[src/hw/rtl/aabb_pkg.sv]
package aabb_pkg;
  localparam int MaxBodies  = 32;
  localparam int CoordWidth = 24;
  localparam int SizeWidth  = CoordWidth - 1;
  localparam int IdxWidth   = $clog2(MaxBodies);
  localparam int CntWidth   = $clog2(MaxBodies + 1);
  localparam int OutIdxWidth = 5;
  localparam int PenWidth   = 24;
  // Doubled overlap: sizes sum minus twice the distance, signed.
  localparam int DblWidth   = CoordWidth + 3;

  localparam logic [1:0] AxisX = 2'd0;
  localparam logic [1:0] AxisY = 2'd1;
  localparam logic [1:0] AxisZ = 2'd2;

  typedef struct packed {
    logic signed [CoordWidth-1:0] pos_x;
    logic signed [CoordWidth-1:0] pos_y;
    logic signed [CoordWidth-1:0] pos_z;
    logic [SizeWidth-1:0] size_x;
    logic [SizeWidth-1:0] size_y;
    logic [SizeWidth-1:0] size_z;
    logic solid;
    logic fixed_body;
  } box_t;

  typedef struct packed {
    logic frame_start;
    box_t box;
  } in_item_t;

  typedef struct packed {
    logic [OutIdxWidth-1:0] first_index;
    logic [OutIdxWidth-1:0] second_index;
    logic [PenWidth-1:0] penetration;
    logic [1:0] axis;
    logic normal_negative;
    logic last;
  } out_item_t;

  // Job handed from the front to the back: the new box and how many stored
  // boxes it is tested against.
  typedef struct packed {
    box_t box;
    logic [IdxWidth-1:0] slot;
    logic [CntWidth-1:0] count;
  } job_t;
endpackage

[src/hw/rtl/aabb_if.sv]
interface aabb_in_if;
  import aabb_pkg::*;
  logic valid;
  logic ready;
  in_item_t data;
  modport source(output valid, output data, input ready);
  modport sink(input valid, input data, output ready);
endinterface


[src/hw/rtl/aabb_front.sv]
module aabb_front (
  input  logic clk,
  input  logic rst,
  aabb_in_if.sink in_ch,
  output logic job_valid,
  input  logic job_ready,
  output aabb_pkg::job_t job
);
  import aabb_pkg::*;

  logic [CntWidth-1:0] box_count;
  logic [CntWidth-1:0] base;
  logic full;

  // Two-entry queue towards the back.
  job_t q [2];
  logic [1:0] q_used;
  logic q_rd;
  logic q_wr;
  logic push;

  assign base = in_ch.data.frame_start ? '0 : box_count;
  assign full = (base == CntWidth'(MaxBodies));
  assign in_ch.ready = (q_used != 2'd2);
  // An item arriving on a full store is dropped without a job.
  assign push = in_ch.valid && in_ch.ready && !full;
  assign job_valid = (q_used != 2'd0);
  assign job = q[q_rd];

  always_ff @(posedge clk) begin
    if (rst) begin
      box_count <= '0;
      q_used <= '0;
      q_rd <= 1'b0;
      q_wr <= 1'b0;
    end else begin
      if (in_ch.valid && in_ch.ready) begin
        box_count <= full ? base : base + 1'b1;
      end
      if (push) begin
        q_wr <= ~q_wr;
      end
      if (job_valid && job_ready) begin
        q_rd <= ~q_rd;
      end
      q_used <= q_used + {1'b0, push} - {1'b0, job_valid && job_ready};
    end
  end

  always_ff @(posedge clk) begin
    if (push) begin
      q[q_wr].box <= in_ch.data.box;
      q[q_wr].slot <= base[IdxWidth-1:0];
      q[q_wr].count <= base;
    end
  end
endmodule

[src/flat_wrapper.sv]
// flat-port wrapper written by rule: the top's interface ports become plain ports
module aabb_front_flat import aabb_pkg::*;
  (clk, rst, job_valid, job_ready, job, in_ch_valid, in_ch_data, in_ch_ready);
  aabb_in_if in_ch_i ();
  input  logic clk;
  input  logic rst;
  output logic job_valid;
  input  logic job_ready;
  output aabb_pkg::job_t job;
  input wire logic [$bits(in_ch_i.valid)-1:0] in_ch_valid;
  input wire logic [$bits(in_ch_i.data)-1:0] in_ch_data;
  output wire logic [$bits(in_ch_i.ready)-1:0] in_ch_ready;
  assign in_ch_i.valid = in_ch_valid;
  assign in_ch_i.data = in_ch_data;
  assign in_ch_ready = in_ch_i.ready;
  aabb_front u_core (.clk(clk), .rst(rst), .in_ch(in_ch_i), .job_valid(job_valid), .job_ready(job_ready), .job(job));
endmodule
[config.mk]
export PLATFORM = sky130hd
export DESIGN_NAME = aabb_front_flat
export DESIGN_NICKNAME = d
export VERILOG_FILES = /design/src/hw/rtl/aabb_pkg.sv /design/src/hw/rtl/aabb_if.sv /design/src/hw/rtl/aabb_front.sv /design/src/flat_wrapper.sv
export SDC_FILE = /design/constraint.sdc
export NUM_CORES = 1
export LEC_CHECK = 0
export ABC_CLOCK_PERIOD_IN_PS = 10100
export BUFFER_PORTS_ARGS = -buffer_cell sky130_fd_sc_hd__buf_4
export CAP_MARGIN = 20
export CORE_MARGIN = 2
export CORE_UTILIZATION = 36
export CTS_BUF_LIST = sky130_fd_sc_hd__clkbuf_8
export DETAILED_ROUTE_END_ITERATION = 12
export PLACE_DENSITY_LB_ADDON = 0.08
export SETUP_SLACK_MARGIN = 0.02
export SLEW_MARGIN = 30
export SYNTH_ARGS = -nofsm -noshare
export SYNTH_HDL_FRONTEND = slang
export SYNTH_SLANG_ARGS = --single-unit
export TNS_END_PERCENT = 30
[constraint.sdc]
create_clock -name clk -period 10.1 [get_ports clk]
set_input_delay 1.01 -clock clk [delete_from_list [all_inputs] [get_ports clk]]
set_output_delay 1.01 -clock clk [all_outputs]
set_load 0.01 [all_outputs]
==> Word level (Yosys, flattened, before mapping) <==
Memory sizes are Yosys's and may differ from the RTL's. A register that Yosys moved wholly into a read port is not among the register bits.
Index checks and enable logic that the tools add are counted.
{ "word_totals": {"register_bits": 10, "latchBits": 0, "ram_bits": 308, "mem_bits_ro": 0, "out_inout_bits": 156, "n_memories": 1} }
{ "mem_list": {"columns": ["name", "depth", "word_bits", "rd", "rd_ports_with_merged_regs", "write_ports", "line", "source"], "rows": [
  ["u_core.q", 2, 154, 1, 1, 1, "aabb_front.sv:16", "job_t q [2];"]
]} }
{ "classes": {"addsub": 3, "multipliers": 0, "n_div": 0, "n_lt_le_gt_ge": 0, "eq_ne": 2, "shifts": 0, "mux": 6, "bitwise": 2, "reduce_logical": 5} }
{ "op_table": {"columns": ["operator", "count"], "rows": [
  ["$mux W6", 2],
  ["$add A6 B1 Y6 const B", 1],
  ["$eq A6 B6 Y1 const B", 1],
  ["$mux W1", 4],
  ["$logic_and A1 B1 Y1", 3],
  ["$add A2 B1 Y2", 1],
  ["$ne A2 B2 Y1 const B", 1],
  ["$not A1 Y1", 2],
  ["$reduce_bool A2 Y1", 1],
  ["$sub A2 B1 Y2", 1],
  ["$logic_not A1 Y1", 1]
]} }

==> Longest topological paths before layout <==
Gate-level depths: netlist of the first run.
{ "logic_depth": {"depth_word": 6, "ltp_mapped": 8} }

==> Worst setup path before layout of the first run <==
Ideal clock, no wire load.
{ "synth_path": {"path_kind": "input-to-reg", "startpoint": "input in_ch_data[143]", "endpoint": "memory u_core.q[0][100] in the netlist's numbering (enable)", "arrival_ps": 8202, "required_time_ps": 9440, "path_slack_ps": 1238, "stages": 7, "n_path_buf": 1, "path_cell_list": "clkbuf_1 nor2b_1 inv_1 ha_1 or3b_4 o311ai_4 nor2_1"} }
{ "synth_via": {"elab_chain_cells": 6} }
{ "synth_rtl": {"columns": ["item", "line", "source"], "rows": [
  ["from (decl)", "flat_wrapper.sv:11", "input wire logic [$bits(in_ch_i.data)-1:0] in_ch_data;"],
  ["$mux W6", "aabb_front.sv:22", "assign base = in_ch.data.frame_start ? '0 : box_count;"],
  ["named net u_core.base[0]", "aabb_front.sv:12", "logic [CntWidth-1:0] base;"],
  ["$eq A6 B6 Y1", "aabb_front.sv:23", "assign full = (base == CntWidth'(MaxBodies));"],
  ["$logic_not A1 Y1", "aabb_front.sv:26", "assign push = in_ch.valid && in_ch.ready && !full;"],
  ["$logic_and A1 B1 Y1", "aabb_front.sv:26", null],
  ["$mux W1", "aabb_front.sv:51", "if (push) begin"],
  ["$mux W1 (not written as such)", "aabb_front.sv:52", "q[q_wr].box <= in_ch.data.box;"],
  ["to (decl)", "aabb_front.sv:16", null]
]} }
The timed path passes the listed nets, and every way through them passes these cells.

==> results of run 1 <==
-- critical path, cell delays in order (launching register included) --
cell and delay [ps]:
dfxtp_4 700, buf_12 300, buf_6 580, mux2_2 430
buf_4 150
-- cell usage in the layout, fill, tap and decap left out, drive strengths merged, types with 2 or more instances in the layout --
cell type,instances
nand2,2
or4,2
nor2b,6
buf,309
xnor2,3
inv,24
edfxtp,298
o21ai,4
clkbuf,53
or3b,2
a21oi,5
ha,3
clkinv,22
dfxtp,11
nand3,3
nor2,10
nand2b,4
mux2,149
-- layout make-up --
cell class / instances / area, µm²
Clock inverter: 41 / 158.9
Fill cell: 2710 / 16310
Multi-Input combinational cell: 204 / 2067
Inverter: 5 / 18.77
Tap cell: 402 / 503.0
Timing Repair Buffer: 309 / 2351
Clock buffer: 53 / 729.5
Sequential cell: 309 / 9173
-- layer usage --
| metal | track usage (%) | wire length, µm |
|---|---|---|
| met2 | 23.49 | 11740 |
| met4 | 5.463 | 689 |
| met1 | 17.17 | 9436 |
| met3 | 4.473 | 2114 |
| met5 | 0 | 0 |
-- final timing paths --
path / slack, ps / cells past startpoint / from / to
worst max register to register: 6870 / 8 / u_core.box_count[0]$_SDFFE_PP0P_ / u_core.q[1][38]$_DFFE_PP_
worst max-delay path: 6310 / 4 / flip-flop / job[55]
worst min register to register: 490 / 2 / u_core.box_count[1]$_SDFFE_PP0P_ / u_core.box_count[1]$_SDFFE_PP0P_
worst min-delay path: 490 / 2 / u_core.box_count[1]$_SDFFE_PP0P_ / u_core.box_count[1]$_SDFFE_PP0P_
-- logic make-up after synthesis --
| logic type | after synthesis |
|---|---|
| simple gates | 34 |
| fa+ha+maj | 3 |
| buf+inv | 29 |
| xor+xnor | 4 |
| flops | 309 |
| compound gates | 14 |
| mux | 149 |
-- where the power goes --
group          switching, mW  internal, mW  total (mW)  leakage [nW]
Sequential            0.0664          1.65        1.72          2.88
Clock                  0.457         0.483       0.939         0.526
Combinational          0.513         0.558        1.07          2.19
-- registers in the layout, indices dropped and copies added, names as in the netlist, named ones only --
register and count:
u_core.q 298, u_core.box_count 6, u_core.q_used 2, u_core.q_rd 1, u_core.q_wr 1
-- through the flow --
| step | setup slack [ps] | utilization (%) |
|---|---|---|
| 2_1_floorplan | 1238 | - |
| 3_3_place_gp | 5658 | 44.95 |
| 3_5_place_dp | 5857 | 45.05 |
| 4_1_cts | 6122 | 47.88 |
| 5_1_grt | 6069 | 47.91 |
| 6_report | 6306 | 47.91 |
==> metrics.cfg, run 1 <==
[logic_synthesis]
yosys.cell_types.count=33
synth_mux_area_share_pct=14.77
syn-num-nets=693
yosys-top-cells-count=edfxtp_1, mux2_2, buf_2
yosysSeqAreaShare_pct=80.69
async_flop_share_pct=0
yosys.area.top_type=edfxtp_1
synthSimpleGateAreaFrac_pct=1.751
synthTopCellsByArea=edfxtp_1, mux2_2, dfxtp_1
yosys.cell_count.top_type=edfxtp_1
synthFlopType=edfxtp_1
synth_edf_count=298
synth_compound_area_share_pct=0.9029
yosys_warnings=0
synth.top_cell.area_share_pct=78.75
synth_top_family_by_area=multiplexers
synth.avg_cell_area_um2=20.97
synthXorXnorAreaFrac_pct=0.3083
ys_ff_latch=309
synth_area_um2=11360
synthCells=542
synthAdderAreaFrac_pct=0.3303

[clock_network]
clk_latency_ps=550
cts_setup_buffers=0
cts_tree=done
cts_hold_buf=0
ctsResizeCount=0
cts_root_buf=clkbuf_8
clock_path_buffers=3
htree_levels=2
cts.sinks=309
clkTransAtPathRegs_ps=50
cts_buffers=51

[placed_design]
dpl_cell_area_um2=14100
gp_congestion=0.7195
hpwlAfterDp_mm=15.55
port_buffers=303
placedCellCount=1229

[timing]
fin_crit_ps=3794
finClkSkew_ps=18.85
finalSetupTns_ps=0
fin_crit_sh_pct=37.57
maxSlewViolCount=0
finalHoldViolCount=0
rsz0062_at_grt=no
timing.fmax_ghz=0.2635
worst_pin_slew_ps=847.7
setup_viol=0
relSlewSlack_pct=43.49
whs_ps=491.6

[routing]
drtPass1Iterations=4
vias=6077
drt-wirelength-per-cell_um=18.13
post-route-drc-count=0
ant_nets=0
routed_wl_mm=23.98
drtIter0Drc=326
vias_per_cell=4.593

[die]
ios=304
fp.dieArea_um2=33000
start_util_pct=36.29
rows=65
die-height_um=181.7
fp.dieW_um=181.7
core_um2=31310

[global_routing]
grt_usage_pct=14.11
overflow=0
grt_max_degree=78
grt_pass1_vias=6396
antenna_found_initial=0
grt_pass1_wl_mm=35.61

[outcome]
status=complete, no violations

[critical_path]
cp_data_arrival_time_ps=2780
worstPathMaxFanout=73
end_kind=output port
critPathRequiredTime_ps=9090
worstSetupPathType=reg2out
cp-start-kind=flip-flop

[cells_and_area]
n_antenna_cell=0
final_area_um2=15000
drive_gt1_share_pct=57.00
stdcell_count=1323
fin_nets=1031
area_delta_synth_final_pct=32.01

[worst_hold_path]
hold_class=reg2reg

[power_and_ir_drop]
power.leakage_nw=5.596
power_mw=3.726
peakVddDrop_uv=124.1
p_per_area_nw_per_um2=248.4

[run]
maxCapViolations=0

(Power assumes the default switching activity.)
==> run 2, diff against run 1 <==
Settings changed: ABC_CLOCK_PERIOD_IN_PS 10100 to 3600.
Clock period 10.1 ns to 3.6 ns, I/O delays scaled along.
==> run 2 against run 1 <==
Clock power grew to 3.0 times the previous value. Global-route usage rose by 1.1 points. Critical path type unchanged. Design area up 10%. Core utilization is 5.0 points higher. Die area stayed put. Total power increased to 2.9 times the previous value. Sequential power grew to 2.8 times the previous value.
==> metrics.cfg, run 2 (synthesis results as in run 1) <==
[critical_path]
end_kind=output port
cpLargestDelayFamily=flip-flops
path_cells=buf_12 -> mux2_2 -> buf_4
worstPathMaxFanout=71
crit_end=job[56]
worstSetupPathType=reg2out
r2r_end=u_core.q[1][58]$_DFFE_PP_
cp-start-kind=flip-flop
cp.depth=3
reg2reg_slack_ps=1120
critPathRequiredTime_ps=3240
cpMaxStageDelayCell=dfxtp_4
timing.rr.start=u_core.box_count[0]$_SDFFE_PP0P_
cp_data_arrival_time_ps=2130
critPathBufInv=2
max_stage_delay_ps=570
r2r_cells=7

[global_routing]
grt_max_degree=97
grt_pass1_wl_mm=38.99
overflow=0
grt_usage_pct=15.17
grt_pass1_vias=7127
antenna_found_initial=1

[cells_and_area]
final_cell_mix=buf_4, edfxtp_1, mux2_2
reg_top3=u_core.q (298), u_core.box_count (6), u_core.q_used (2)
largest_register_ffs=298
drive_gt1_share_pct=50.42
seq_area_um2=9173
fin_nets=1177
area_delta_synth_final_pct=45.72
final_common_cell=buf_4
n_fill_cell=2610
regMostFlops=u_core.q
multi_input_area_um2=2085
stdcell_count=1474

[timing]
worst_pin_slew_ps=760.8
maxSlewViolCount=0
finalHoldViolCount=0
finClkSkew_ps=10.69
setup_viol=0
timing.fmax_ghz=0.4015
relSlewSlack_pct=49.28
fin_crit_sh_pct=69.19
fin_crit_ps=2491
rsz0062_at_grt=no

[power_and_ir_drop]
power.leakage_nw=6.252
peakVddDrop_uv=401.5
power_mw=10.77
p_per_area_nw_per_um2=650.3

[routing]
drt-wirelength-per-cell_um=17.24
ant_nets=0
vias_per_cell=4.446
drtIter0Drc=235
routed_wl_mm=25.42
drtPass1Iterations=4
vias=6554
post-route-drc-count=0

[die]
start_util_pct=36.29
rows=65
die-height_um=181.7
ios=304
core_um2=31310
fp.dieW_um=181.7
fp.dieArea_um2=33000

[clock_network]
ctsResizeCount=0
clkTransAtPathRegs_ps=60
cts_buffers=53
htree_levels=2
cts_tree=done
clock_path_buffers=3
cts.sinks=309
cts_setup_buffers=0
cts_root_buf=clkbuf_8
clk_latency_ps=550

[placed_design]
gp_congestion=0.7351
placedCellCount=1230
port_buffers=303
hpwlAfterDp_mm=16.22

[worst_hold_path]
hold_class=in2reg
holdPathStages=2

[outcome]
status=complete, no violations

[run]
maxCapViolations=0

==> run 2: cell count changes in the layout (fill, tap and decap cells not counted), moves of 2 or more <==
cell / before / now
dlygate4sd3_1: 0 / 143
clkinv_2: 4 / 10
buf_6: 5 / 0
clkinv_1: 18 / 13
buf_12: 1 / 5
clkbuf_8: 53 / 56
buf_4: 303 / 305
clkinvlp_4: 0 / 2
==> run 2: worst min-delay path by stage <==
stage                                            end  slack [ps]                              from
CTS                 u_core.box_count[5]$_SDFFE_PP0P_          30                               rst
finish              u_core.box_count[3]$_SDFFE_PP0P_          70                               rst
global placement    u_core.box_count[0]$_SDFFE_PP0P_         490  u_core.box_count[0]$_SDFFE_PP0P_
global route                               flip-flop          40                               rst
floorplan                 u_core.q[0][100]$_DFFE_PP_         460                    in_ch_data[89]
detailed placement                         flip-flop         490          u_core.q_rd$_SDFFE_PP0P_
==> run 2: timing repair <==
| action | CTS | global route |
|---|---|---|
| setup endpoints to repair | 0 | 0 |
| hold buffers | 143 | 0 |
| hold endpoints to repair | 286 | 0 |
==> run 2: final cells by class <==
cell class              instances  area share, %
multi-input cells             204          12.59
clock inverters                44          1.118
inverters                       5         0.1133
diodes                          1        0.01511
flip-flops and latches        309          55.40
repair buffers                453          23.08
well taps                     402          3.038
clock buffers                  56          4.655
==> run 2: stage by stage <==
stage          hold slack, ps  util [%]  TNS [ps]  instance area [µm²]  setup WS, ps
2_1_floorplan           458.9         -    -86570                11420        -302.3
3_3_place_gp            485.9     45.25         0                14170          1018
3_5_place_dp            493.7     45.25         0                14170         984.7
4_1_cts                 26.73     52.88         0                16560          1054
5_1_grt                 36.81     52.88         0                16560         968.6
6_report                73.92     52.88         0                16560          1109
==> run 2: report_power, final <==
part / switching [mW] / internal, mW / leakage, nW
combinational: 1.50 / 1.69 / 2.81
clock: 1.34 / 1.44 / 0.564
sequential: 0.165 / 4.62 / 2.88
==> run 2: routing by layer <==
layer | GRT usage [%] | up-vias | wire length [µm]
met3 | 3.811 | 45 | 1785
li1 | - | 3112 | -
met4 | 4.715 | 0 | 531
met2 | 26.68 | 222 | 12940
met1 | 18.38 | 3175 | 10160
met5 | 0 | - | 0
==> run 2: worst register-to-register path: stages, from the launching register on <==
cell and delay (ps):
dfxtp_1 370, nor2b_4 190, inv_1 60, ha_2 150
or3b_4 250, o311ai_4 170, nor2_4 460, buf_12 410
